**src/hdl/b58_pkg.sv**
```systemverilog
// ----------------------------------------------------------------------------
// b58_pkg
// Shared types, constants and the character lookup of the base-58 encoder.
// ----------------------------------------------------------------------------
package b58_pkg;

    localparam int RADIX       = 58;
    localparam int DIGIT_W     = 6;
    localparam int CARRY_W     = 8;
    localparam int VAL_W       = 14;
    localparam int RECIP_W     = 15;
    localparam int RECIP_SHIFT = 20;
    localparam int QEST_W      = 9;
    localparam int RESULT_CAP  = 44;
    localparam int EMIT_W      = 6;

    // floor(2^20 / 58); the estimate is low by at most one.
    localparam logic [RECIP_W-1:0] RECIP    = 15'd18078;
    localparam logic [6:0]         CHAR_ONE = 7'd49;

    typedef struct packed {
        logic [7:0] data_byte;
        logic       last_byte;
    } in_word_t;

    typedef struct packed {
        logic [6:0] char_code;
        logic       last_char;
        logic       overflow;
    } out_word_t;

    // Maps a digit to its character; the alphabet skips 0, I, O and l.
    function automatic logic [6:0] b58_char(input logic [DIGIT_W-1:0] d);
        logic [6:0] dw;
        logic [6:0] code;
        dw = 7'(d);
        if (d < 6'd9)
            code = dw + 7'd49;
        else if (d < 6'd17)
            code = dw + 7'd56;
        else if (d < 6'd22)
            code = dw + 7'd57;
        else if (d < 6'd33)
            code = dw + 7'd58;
        else if (d < 6'd44)
            code = dw + 7'd64;
        else if (d < 6'd58)
            code = dw + 7'd65;
        else
            code = CHAR_ONE;
        return code;
    endfunction

endpackage

```
**src/hdl/base58_encoder.sv**
```systemverilog
// ----------------------------------------------------------------------------
// base58_encoder
// Streaming base-58 encoder: bytes in, most significant first; characters out.
// ----------------------------------------------------------------------------
//  channel  direction  payload     handshake
//  in       input      in_word_t   in_valid / in_stall
//  out      output     out_word_t  out_valid / out_stall
//
// A byte holds in_stall high while it walks the stored digits and appends new
// ones, each digit taking S_MUL and S_FIX in the shared divide-by-58 unit, so
// a new byte is accepted only once the state is back in S_IDLE; a dropped byte
// stalls the input only while S_DONE is passed. After the last byte, each
// character passes S_EMIT_RD, S_EMIT_LD and S_EMIT_WAIT, waiting on out_stall.
// Reset clears all string state; the digit memory is never cleared.
// ----------------------------------------------------------------------------
module base58_encoder
    import b58_pkg::*;
#(
    parameter int MAX_BYTES  = 32,
    parameter int MAX_DIGITS = 44
)
(
    input  logic      clk,
    input  logic      rst_n,
    input  logic      in_valid,
    output logic      in_stall,
    input  in_word_t  in_word,
    output logic      out_valid,
    input  logic      out_stall,
    output out_word_t out_word
);

    localparam int BW  = $clog2(MAX_BYTES + 1);
    localparam int DW  = $clog2(MAX_DIGITS + 1);
    localparam int AW  = $clog2(MAX_DIGITS);
    localparam int MW  = (BW > DW) ? BW : DW;
    localparam int TW  = ((MW > EMIT_W) ? MW : EMIT_W) + 1;

    typedef enum logic [2:0] {
        S_IDLE,
        S_MUL,
        S_FIX,
        S_DONE,
        S_EMIT_RD,
        S_EMIT_LD,
        S_EMIT_WAIT
    } state_t;

    state_t             state_reg, state_next;
    logic [DW-1:0]      digit_count_reg, digit_count_next;
    logic [BW-1:0]      zero_count_reg, zero_count_next;
    logic               in_zero_reg, in_zero_next;
    logic [BW-1:0]      byte_count_reg, byte_count_next;
    logic               ovf_reg, ovf_next;
    logic               last_reg, last_next;
    logic [CARRY_W-1:0] carry_reg, carry_next;
    logic [DW-1:0]      idx_reg, idx_next;
    logic [AW-1:0]      rd_ptr_reg, rd_ptr_next;
    logic [EMIT_W-1:0]  emit_left_reg, emit_left_next;
    logic               out_valid_reg, out_valid_next;
    out_word_t          out_word_reg, out_word_next;

    logic [DIGIT_W-1:0] digit_mem [MAX_DIGITS];
    logic [DIGIT_W-1:0] rd_data_reg;
    logic [AW-1:0]      rd_addr;
    logic               wr_en;

    logic [VAL_W-1:0]   dm_value;
    logic [CARRY_W-1:0] dm_quot;
    logic [DIGIT_W-1:0] dm_rem;
    logic               walking;
    logic [TW-1:0]      total;

    b58_divmod u_divmod (
        .clk   (clk),
        .value (dm_value),
        .quot  (dm_quot),
        .rem   (dm_rem)
    );

    always_ff @(posedge clk)
    begin
        if (wr_en)
        begin
            digit_mem[idx_reg[AW-1:0]] <= dm_rem;
        end
        rd_data_reg <= digit_mem[rd_addr];
    end

    assign walking  = (idx_reg < digit_count_reg);
    assign total    = TW'(zero_count_reg) + TW'(digit_count_reg);
    assign wr_en    = (state_reg == S_FIX);
    assign in_stall = (state_reg != S_IDLE);
    assign out_valid = out_valid_reg;
    assign out_word  = out_word_reg;

    always_comb
    begin
        if (walking)
            dm_value = {rd_data_reg, 8'h00} + VAL_W'(carry_reg);
        else
            dm_value = VAL_W'(carry_reg);
    end

    always_comb
    begin
        case (state_reg)
            S_FIX:     rd_addr = AW'(idx_reg + DW'(1));
            S_EMIT_RD: rd_addr = rd_ptr_reg;
            default:   rd_addr = '0;
        endcase
    end

    always_comb
    begin
        state_next       = state_reg;
        digit_count_next = digit_count_reg;
        zero_count_next  = zero_count_reg;
        in_zero_next     = in_zero_reg;
        byte_count_next  = byte_count_reg;
        ovf_next         = ovf_reg;
        last_next        = last_reg;
        carry_next       = carry_reg;
        idx_next         = idx_reg;
        rd_ptr_next      = rd_ptr_reg;
        emit_left_next   = emit_left_reg;
        out_valid_next   = out_valid_reg;
        out_word_next    = out_word_reg;

        case (state_reg)
            S_IDLE:
            begin
                if (in_valid)
                begin
                    last_next = in_word.last_byte;
                    if (byte_count_reg < BW'(MAX_BYTES))
                    begin
                        if (in_zero_reg && (in_word.data_byte == 8'h00))
                            zero_count_next = zero_count_reg + BW'(1);
                        else
                            in_zero_next = 1'b0;
                        carry_next      = in_word.data_byte;
                        idx_next        = '0;
                        byte_count_next = byte_count_reg + BW'(1);
                        state_next      = S_MUL;
                    end
                    else
                    begin
                        ovf_next   = 1'b1;
                        state_next = S_DONE;
                    end
                end
            end

            S_MUL:
            begin
                // Past the stored digits the carry is appended as new digits.
                if (walking)
                    state_next = S_FIX;
                else if (carry_reg == '0)
                    state_next = S_DONE;
                else if (digit_count_reg == DW'(MAX_DIGITS))
                begin
                    ovf_next   = 1'b1;
                    state_next = S_DONE;
                end
                else
                    state_next = S_FIX;
            end

            S_FIX:
            begin
                carry_next = dm_quot;
                if (idx_reg == digit_count_reg)
                    digit_count_next = digit_count_reg + DW'(1);
                idx_next   = idx_reg + DW'(1);
                state_next = S_MUL;
            end

            S_DONE:
            begin
                if (!last_reg)
                    state_next = S_IDLE;
                else
                begin
                    if (total > TW'(RESULT_CAP))
                    begin
                        emit_left_next = EMIT_W'(RESULT_CAP);
                        ovf_next       = 1'b1;
                    end
                    else
                        emit_left_next = total[EMIT_W-1:0];
                    rd_ptr_next = AW'(digit_count_reg - DW'(1));
                    if (total == '0)
                    begin
                        digit_count_next = '0;
                        zero_count_next  = '0;
                        in_zero_next     = 1'b1;
                        byte_count_next  = '0;
                        ovf_next         = 1'b0;
                        state_next       = S_IDLE;
                    end
                    else
                        state_next = S_EMIT_RD;
                end
            end

            S_EMIT_RD:
            begin
                state_next = S_EMIT_LD;
            end

            S_EMIT_LD:
            begin
                out_valid_next          = 1'b1;
                out_word_next.last_char = (emit_left_reg == EMIT_W'(1));
                out_word_next.overflow  = ovf_reg;
                // The zero prefix is spent first, then digits top down.
                if (zero_count_reg != '0)
                begin
                    out_word_next.char_code = CHAR_ONE;
                    zero_count_next         = zero_count_reg - BW'(1);
                end
                else
                begin
                    out_word_next.char_code = b58_char(rd_data_reg);
                    rd_ptr_next             = rd_ptr_reg - AW'(1);
                end
                emit_left_next = emit_left_reg - EMIT_W'(1);
                state_next     = S_EMIT_WAIT;
            end

            S_EMIT_WAIT:
            begin
                if (!out_stall)
                begin
                    out_valid_next = 1'b0;
                    if (emit_left_reg == '0)
                    begin
                        digit_count_next = '0;
                        zero_count_next  = '0;
                        in_zero_next     = 1'b1;
                        byte_count_next  = '0;
                        ovf_next         = 1'b0;
                        state_next       = S_IDLE;
                    end
                    else
                        state_next = S_EMIT_RD;
                end
            end

            default:
            begin
                state_next = S_IDLE;
            end
        endcase
    end

    always_ff @(posedge clk or negedge rst_n)
    begin
        if (!rst_n)
        begin
            state_reg       <= S_IDLE;
            digit_count_reg <= '0;
            zero_count_reg  <= '0;
            in_zero_reg     <= 1'b1;
            byte_count_reg  <= '0;
            ovf_reg         <= 1'b0;
            last_reg        <= 1'b0;
            carry_reg       <= '0;
            idx_reg         <= '0;
            rd_ptr_reg      <= '0;
            emit_left_reg   <= '0;
            out_valid_reg   <= 1'b0;
            out_word_reg    <= '0;
        end
        else
        begin
            state_reg       <= state_next;
            digit_count_reg <= digit_count_next;
            zero_count_reg  <= zero_count_next;
            in_zero_reg     <= in_zero_next;
            byte_count_reg  <= byte_count_next;
            ovf_reg         <= ovf_next;
            last_reg        <= last_next;
            carry_reg       <= carry_next;
            idx_reg         <= idx_next;
            rd_ptr_reg      <= rd_ptr_next;
            emit_left_reg   <= emit_left_next;
            out_valid_reg   <= out_valid_next;
            out_word_reg    <= out_word_next;
        end
    end

endmodule

```
**src/hdl/b58_divmod.sv**
```systemverilog
// ----------------------------------------------------------------------------
// b58_divmod
// Divide and remainder by 58 for values below 2^14, by reciprocal multiply.
// The product is registered; quotient and remainder follow in the next cycle.
// ----------------------------------------------------------------------------
module b58_divmod
    import b58_pkg::*;
(
    input  logic               clk,
    input  logic [VAL_W-1:0]   value,
    output logic [CARRY_W-1:0] quot,
    output logic [DIGIT_W-1:0] rem
);

    logic [VAL_W-1:0]         value_reg;
    logic [VAL_W+RECIP_W-1:0] prod_reg;
    logic [QEST_W-1:0]        q_est;
    logic [VAL_W-1:0]         r_est;

    always_ff @(posedge clk)
    begin
        value_reg <= value;
        prod_reg  <= (VAL_W+RECIP_W)'(value) * (VAL_W+RECIP_W)'(RECIP);
    end

    always_comb
    begin
        q_est = prod_reg[RECIP_SHIFT +: QEST_W];
        r_est = value_reg - VAL_W'(q_est) * VAL_W'(RADIX);
        // The estimate may be one short; a single correction step fixes it.
        if (r_est >= VAL_W'(RADIX))
        begin
            quot = CARRY_W'(q_est + QEST_W'(1));
            rem  = DIGIT_W'(r_est - VAL_W'(RADIX));
        end
        else
        begin
            quot = CARRY_W'(q_est);
            rem  = DIGIT_W'(r_est);
        end
    end

endmodule
```
**config.mk**
```make
export PLATFORM = sky130hd
export DESIGN_NAME = base58_encoder
export DESIGN_NICKNAME = d
export VERILOG_FILES = /design/src/hdl/b58_pkg.sv /design/src/hdl/base58_encoder.sv /design/src/hdl/b58_divmod.sv
export SDC_FILE = /design/constraint.sdc
export NUM_CORES = 1
export LEC_CHECK = 0
export BUFFER_PORTS_ARGS = -buffer_cell sky130_fd_sc_hd__buf_2
export CORE_UTILIZATION = 40
export DETAILED_ROUTE_END_ITERATION = 16
export PLACE_DENSITY_LB_ADDON = 0.05
export SETUP_SLACK_MARGIN = 0.5
export SLEW_MARGIN = 5
export SYNTH_ARGS = -nofsm -noshare
export SYNTH_HDL_FRONTEND = slang
export SYNTH_SLANG_ARGS = --single-unit
```
**constraint.sdc**
```tcl
create_clock -name clk -period 7.39 [get_ports clk]
set_input_delay 0.3695 -clock clk [delete_from_list [all_inputs] [get_ports clk]]
set_output_delay 0.3695 -clock clk [all_outputs]
set_load 0.01 [all_outputs]
```
[After elaboration in Yosys (flattened, before gate mapping)]
Memories as Yosys holds them, arrays and structs flattened. A register that Yosys moved wholly into a read port is not among the register bits.
Index checks and enable logic that the tools add are counted.
Widths: inputs -> output; s select.
Storage, ports and cells
  logic and storage cells: 170
  memories: 1
  bits in writable memories: 264
  output and inout port bits: 11
  bits in registers: 102
  bits of input ports: 13
Cells by class
  add/subtract/negate cells: 19
  eq/ne operators: 25
  muxes and demuxes: 70
  reduce and logical (&&, ||, !) cells: 26
  multipliers: 2
  order comparisons: 10
Memory list
  digit_mem: depth 44, width 6, rd ports 1, clocked after Yosys merged registers in 1, write ports 1, line base58_encoder.sv:63  | logic [DIGIT_W-1:0] digit_mem [MAX_DIGITS];
Operators with widths (count)
  $mux 6: 18
  $mux 7: 7
  $pmux 6 s2: 4
  $pmux 6 s3: 2
  $add 6x6->7 const B: 4
  $mul 14x14->28 const B: 1
  $ne 2x2->1 const B: 14
  $add 6x1->6 const B: 4
  $lt 6x6->1 const B: 4
  $mux 8: 3
  $pmux 6 s4: 1
  $sub 6x1->6 const B: 4
  $mux 1: 23
  $pmux 3 s7: 1
  $logic_not 8->1: 2
  $pmux 8 s2: 1
  $mux 3: 5
  $add 14x8->14: 1
  $add 6x7->7 const B: 2
  $ge 14x6->1 const B: 1
  $mux 14: 1
  $sub 14x14->14: 1
  $mul 9x5->13 const B: 1
  $lt 6x5->1 const B: 2
  33 further kinds: 45

[Logic depth before layout (Yosys ltp)]
Gate-level depths: netlist of run 1.
  depth in word-level cells: 8
  gate-level depth with buffers: 28
  mapped depth without buffers: 28

[Hierarchy]
Synthesis of run 1 repeated with hierarchy kept, for this count alone.
Unflattened totals
  cell total of the unflattened synthesis: 2074
  area total of the unflattened synthesis: 21762.1 um2
Modules (own cells, without submodules)
  base58_encoder: area an instance 15892.7 um2, cells an instance 1441, sequential area each 9550.4 um2, instances 1
  b58_divmod: area an instance 5869.4 um2, cells an instance 633, sequential area each 460.4 um2, instances 1

[Worst setup path before layout of run 1]
No wires, ideal clock.
  path kind: reg-to-reg
  from: reg digit_count_reg[3]
  to: reg u_divmod.prod_reg[28]
  setup time: 0.118 ns
  path buffers: 1
  arrival time: 6.981 ns
  data required time: 7.272 ns
  clock period less this slack: 7.099 ns
  cell stages (with the launch flop): 29
  setup slack: 0.291 ns
  path through: dfrtp_1 clkbuf_1 inv_1 ha_1 a21o_1 a21o_1 a211oi_1 nand2_1 inv_1 ha_1 inv_1 fa_1 inv_1 fa_1 fa_1 fa_1 inv_1 fa_1 inv_1 ha_1 nand4_1 or2_2 or3_1 o221ai_1 a31oi_1 o21ai_1 o21a_1 nor2_1 xnor2_1
Between the ends
  cells in the longest elaborated chain, start to end: 3
Ends and longest elaborated chain
  start, declared: line base58_encoder.sv:50  | logic [DW-1:0] digit_count_reg, digit_count_next;
  start signal, assigned: line base58_encoder.sv:280  | digit_count_reg <= digit_count_next;
  $lt 6x6->1: line base58_encoder.sv:90  | assign walking = (idx_reg < digit_count_reg);
  $mux 14: line base58_encoder.sv:99  | if (walking)
  via dm_value[10]: line base58_encoder.sv:68  | logic [VAL_W-1:0] dm_value;
  $mul 14x14->28: line b58_divmod.sv:23  | prod_reg <= (VAL_W+RECIP_W)'(value) * (VAL_W+RECIP_W)'(RECIP);
  end signal, assigned: line b58_divmod.sv:23
  end, declared: line b58_divmod.sv:16  | logic [VAL_W+RECIP_W-1:0] prod_reg;
The timed path passes the listed nets, and every way through them passes these cells.
A chain may end at the register's enable or synchronous reset.

[Worst setup path in the final report of run 1]
Same ends and word-level chain as after synthesis.

==> results of run 1 <==
[kinds of logic (layout without fill, tap and decap cells)]
group,count (synthesis),count (layout),share of synthesized area
fa+ha+maj,261,261,0.185
buf+inv,257,324,0.0515
simple gates,379,379,0.0887
xor+xnor,45,45,0.0190
mux,87,87,0.0795
compound gates,292,292,0.0937
flops,353,353,0.483
[synthesized netlist by cell type, types with 15 or more instances]
library cell and count:
clkbuf_1 34, xor2_1 16, mux2i_1 24, nor2_1 112, a31oi_1 15, nand3_1 26
a211oi_1 18, fa_1 75, xnor2_1 29, and2_1 19, o21ai_0 57, inv_1 195
nor2b_1 18, nand2_1 118, nor3_1 16, edfxtp_1 264, mux4_2 62, a21o_1 20
ha_1 186, a21oi_1 65, dfrtp_1 59, dfxtp_1 29
[what timing repair did]
| action | CTS | global route |
|---|---|---|
| setup endpoints to repair | 3 | 180 |
| setup buffers | 1 | 2 |
| gates resized for setup | 7 | 19 |
| hold buffers | 1 | 0 |
| pin swaps | 1 | 4 |
| endpoints found under the hold margin | 10 | 0 |
[worst min path at each step]
stage	startpoint	to	slack [ns]
finish	in_word[0]	last_reg	0.04
global route	in_word[3]	carry_reg[2]	0.05
CTS	in_word[3]	carry_reg[2]	0.02
detailed placement	out_word[0]	out_word[0]	0.46
global placement	out_word[1]	out_word[1]	0.45
floorplan	rst_n	byte_count_reg[0]	0.07
[cell type report]
type,count,area (µm²)
clock inverters,25,354
flip-flops and latches,353,10000
repair buffers,56,397
multi-input cells,1064,9830
inverters,196,741
clock buffers,47,1090
fillers,4770,28000
well taps,680,851
[worst register-to-register path, delay by kind of cell (launching register included)]
kind	cells	cell delay [ns]
AND/OR/NAND/NOR	5	1.00
adder cells (fa/ha/maj)	8	3.30
flip-flops	1	0.35
buffers and inverters	7	0.50
XOR/XNOR	1	0.11
AO/OA/AOI/OAI	7	1.30
[stage by stage]
stage | utilization | hold WS, ns | cells
detailed placement | 0.423 | 0.461 | 2345
global placement | 0.423 | 0.450 | 2345
floorplan | - | 0.0739 | 1674
global route | 0.454 | 0.0460 | 2421
finish | 0.454 | 0.0393 | 2421
CTS | 0.452 | 0.0174 | 2419
[layout by cell type (no fill, tap or decap), drive strengths merged, types with 47 or more instances in the layout]
| cell | netlist | final |
|---|---|---|
| nor2 | 116 | 116 |
| inv | 195 | 196 |
| buf | 26 | 55 |
| edfxtp | 264 | 264 |
| o21ai | 72 | 72 |
| fa | 75 | 75 |
| dfrtp | 59 | 59 |
| clkbuf | 35 | 47 |
| nand2 | 120 | 120 |
| a21oi | 65 | 65 |
| mux4 | 62 | 62 |
| ha | 186 | 186 |
[layer usage]
metal,vias up,share of wire,track usage,wire (µm)
met1,6430,0.48,0.282,24300
met5,-,0,0,0
met3,70,0.034,0.0259,1730
met2,209,0.46,0.311,23500
met4,0,0.026,0.0598,1310
li1,6154,-,-,-
==> summary.txt, run 1 <==
Run status
  – Status: finished, final reports clean

Synthesis
  – Synth unique cells: 88
  – Synthesized area: 20,700 µm²
  – Post-synth ARST share: 0.170
  – EDFF count, synth: 264
  – Synth top area cells: edfxtp_1 38%, ha_1 11%, fa_1 7.2%
  – FF+latch count, synth: 353
  – Primary FF master, synth: edfxtp_1
  – Syn Inst Count: 1,674
  – Yosys top cell area share: 0.382
  – Synthesized Nets: 1,948
  – Synthesized area per cell: 12.4 µm²
  – Seq/Total Area, Yosys: 0.483
  – Top cell type by total area after synthesis: edfxtp_1
  – YS warnings: 0

Critical path
  – Crit. Startpoint: digit_count_reg[3]
  – CP top delay family: adder cells
  – CP Depth: 28
  – CP endpoint: u_divmod.prod_reg[28]
  – Startpoint Class: flop
  – Crit-path max FO: 7
  – R2R Path End: u_divmod.prod_reg[28]
  – Worst setup EP type: flop
  – RR Startpoint: digit_count_reg[3]
  – Req. time, crit path: 7.85 ns
  – Kind of critical path: flop to flop
  – Reg2Reg Depth: 28
  – Critical path's slowest cell: fa_1
  – CP bufs+invs: 7
  – Worst path max stage delay: 0.55 ns
  – R2R Setup Slk: 0.72 ns
  – Crit path DAT: 7.13 ns

GRT
  – Total global-route track usage: 0.197
  – Vias in the first global route: 13,256
  – Global-route wire length before repair: 78,700 µm
  – Initial antenna violation count: 0
  – Grt total ovfl: 0
  – Largest net degree at the start of global routing: 61

Finish
  – Antenna cells: 0
  – Fin nets: 1,986
  – Syn-to-layout area delta: 12.3%
  – Largest register FFs: 264
  – Final Cell Area: 23,300 µm²
  – Share of cells above drive strength 1: 0.134

Die
  – Die area: 52,700 µm²
  – Die height: 230 µm
  – Num rows: 83
  – I/O Pins: 24
  – Die extent in x: 230 µm
  – Placeable Area: 51,300 µm²
  – Initial Utilization: 0.404

Timing
  – Total negative setup slack: 0 ns
  – Setup Skew: 0.0352 ns
  – PnR worst setup slack: 0.719 ns
  – Final Critical Period: 6.67 ns
  – RSZ-0062 raised after global routing: true
  – Fmax: 150 MHz
  – Final setup vio count: 0
  – Least-Margin Pin Slew: 1.01 ns
  – Final period util: 0.903
  – Final hold vios: 0
  – Max Transition Viols Final: 0
  – Worst relative slew slack: 0.321

Place
  – Setup WS pre-CTS: 0.290 ns
  – Placer Congestion: 0.852
  – IO buf count: 23
  – Placed cell area: 21,700 µm²
  – DP HPWL: 35,500 µm

Min path
  – Worst Hold Class: input port to flop
  – WHS Path Cells: 3

Clocking
  – CTS tree: done
  – Clock tree buffer depth: 3
  – CTS buffer count: 41
  – Reg clk slew, reported paths: 0.06 ns
  – Clk root buf: clkbuf_16
  – Worst-Skew Late Latency: 0.58 ns
  – Clk sinks: 353
  – H-tree depth: 2

Drt
  – Routed vias: 12,863
  – WL final: 50,800 µm
  – Vias per std cell: 5.31
  – First-pass DRT Iterations: 4
  – Post-route ant nets: 0
  – Drt drc: 0
  – Detailed Route Iter0 Violations: 771
  – Routed WL per cell: 21.0 µm

Run
  – Maximum Capacitance Violations: 0
Power of run 1 is left out: the tool's default activity adds up to more than one toggle a clock period on the data nets, which glitch-free logic cannot reach.
==> inputs of run 2 (changes only) <==
MAX_ROUTING_LAYER = met4   (was not set)
==> run 2 against run 1 <==
  * Register-to-register slack is essentially flat
  * Fmax shrank 0.14%
  * Wire length up 0.22%
  * Global-route usage grew 0.61 points
  * Final cell count stayed put
  * First-iteration DRC count is 0.65% higher
  * Design area unchanged
  * Via count is 0.33% higher
  * Utilization unchanged
==> summary.txt, run 2 (synthesis gave the netlist of run 1 again) <==
Run status
  – Status: finished, final reports clean

Timing
  – Least-Margin Pin Slew: 1.04 ns (+0.0241 ns)
  – Setup Skew: 0.0359 ns (+0.000656 ns)
  – RSZ-0062 raised after global routing: true
  – Worst relative slew slack: 0.305 (-0.0161)
  – Final period util: 0.904 (+0.00123)
  – PnR worst setup slack: 0.710 ns (-0.00909 ns)
  – Final Critical Period: 6.68 ns (+0.00909 ns)
  – Max Transition Viols Final: 0 (unchanged)
  – Final setup vio count: 0 (unchanged)
  – Total negative setup slack: 0 ns (unchanged)
  – Final hold vios: 0 (unchanged)
  – Fmax: 150 MHz (-0.14%)

Critical path
  – Crit path DAT: 7.14 ns (about the same)
  – Critical path's slowest cell: fa_1
  – Worst setup EP type: flop
  – Crit-path max FO: 7 (unchanged)
  – Worst path max stage delay: 0.55 ns (about the same)
  – Startpoint Class: flop
  – Req. time, crit path: 7.85 ns (about the same)
  – R2R Setup Slk: 0.71 ns (about the same)
  – Kind of critical path: flop to flop

Finish
  – Syn-to-layout area delta: 12.3% (unchanged)
  – Fin nets: 1,986 (unchanged)
  – Fillers: 4,770 (unchanged)
  – Largest register FFs: 264 (unchanged)
  – Commonest non-fill, non-tap cell in the layout: edfxtp_1
  – Antenna cells: 0 (unchanged)
  – Area of the multi-input gates: 9830 µm² (unchanged)
  – Most frequent cells in the layout: 264 x edfxtp_1, 191 x inv_1, 185 x ha_1
  – Final Non-Filler Cells: 2,421 (unchanged)
  – Seq. cell area: 10,000 µm² (unchanged)
  – Share of cells above drive strength 1: 0.134 (unchanged)

Drt
  – Routed vias: 12,906 (+0.33%)
  – Drt drc: 0 (unchanged)
  – WL final: 50,900 µm (+0.22%)
  – Post-route ant nets: 0 (unchanged)
  – Routed WL per cell: 21.0 µm (+0.22%)
  – Vias per std cell: 5.33 (+0.33%)
  – Detailed Route Iter0 Violations: 776 (+0.65%)
  – First-pass DRT Iterations: 5 (+1)

Place
  – Setup WS pre-CTS: 0.290 ns (unchanged)
  – IO buf count: 23 (unchanged)
  – DP HPWL: 35,500 µm (unchanged)
  – Dpl cells: 2,345 (unchanged)
  – Placer Congestion: 0.865 (+1.6%)

GRT
  – Global-route wire length before repair: 78,800 µm (about the same)
  – Largest net degree at the start of global routing: 61 (unchanged)
  – Total global-route track usage: 0.203 (+0.00606)
  – Initial antenna violation count: 0 (unchanged)
  – Vias in the first global route: 13,243 (-0.098%)
  – Grt total ovfl: 0 (unchanged)

Clocking
  – Clk sinks: 353 (unchanged)
  – Clock tree buffer depth: 3 (unchanged)
  – CTS buffer count: 41 (unchanged)
  – H-tree depth: 2 (unchanged)
  – Reg clk slew, reported paths: 0.06 ns (about the same)
  – Worst-Skew Late Latency: 0.58 ns (about the same)
  – CTS tree: done
  – Clk root buf: clkbuf_16

Die
  – Initial Utilization: 0.404 (unchanged)
  – Die extent in x: 230 µm (unchanged)
  – I/O Pins: 24 (unchanged)
  – Die area: 52,700 µm² (unchanged)
  – Placeable Area: 51,300 µm² (unchanged)
  – Num rows: 83 (unchanged)
  – Die height: 230 µm (unchanged)

Run
  – Maximum Capacitance Violations: 0 (unchanged)

Min path
  – Worst Hold Class: input port to flop
[run 2: cell type report]
class | instances | area share
Clock inverter | 25 | 0.0152
Sequential cell | 353 | 0.430
Multi-Input combinational cell | 1064 | 0.422
Clock buffer | 47 | 0.0468
Timing Repair Buffer | 56 | 0.0170
Tap cell | 680 | 0.0366
Inverter | 196 | 0.0318
[run 2: worst max-delay path: cells and delay by family, from the launching register on]
family / cells / cell delay (ns)
adder cells (fa/ha/maj): 8 / 3.28
AND/OR/NAND/NOR: 5 / 1.00
XOR/XNOR: 1 / 0.11
AO/OA/AOI/OAI: 7 / 1.30
flip-flops: 1 / 0.35
buffers and inverters: 7 / 0.50
[run 2: layer usage]
metal	GRT usage	part of all wire
met5	-	0
met1	0.283	0.47
met2	0.311	0.46
met4	0.0598	0.026
met3	0.0259	0.039
[run 2: repair_timing]
action / in CTS / in global routing
gates resized for setup: 7 / 19
setup buffers: 1 / 2
endpoints found under the setup margin: 3 / 180
hold buffers: 1 / 0
hold endpoints to repair: 10 / 0
pin swaps: 1 / 4
[run 2: path summary, 6_finish.rpt]
check	endpoint	cells after the start	from
max	u_divmod.prod_reg[28]	28	digit_count_reg[3]
min	last_reg	3	in_word[0]
max reg2reg	u_divmod.prod_reg[28]	28	digit_count_reg[3]
min reg2reg	out_word[0]	2	out_word[0]
max in group asynchronous	idx_reg[4]	3	rst_n
min in group asynchronous	carry_reg[6]	3	rst_n
[run 2: stage by stage]
stage / hold WS [ns] / cell area [µm²] / utilization
final: 0.0383 / 23300 / 0.454
after CTS: 0.0174 / 23200 / 0.452
after global routing: 0.0460 / 23300 / 0.454
after floorplan: 0.0739 / 20700 / -
after detailed placement: 0.461 / 21700 / 0.423
after global placement: 0.450 / 21700 / 0.423
Power of run 2 is left out for the same reason.
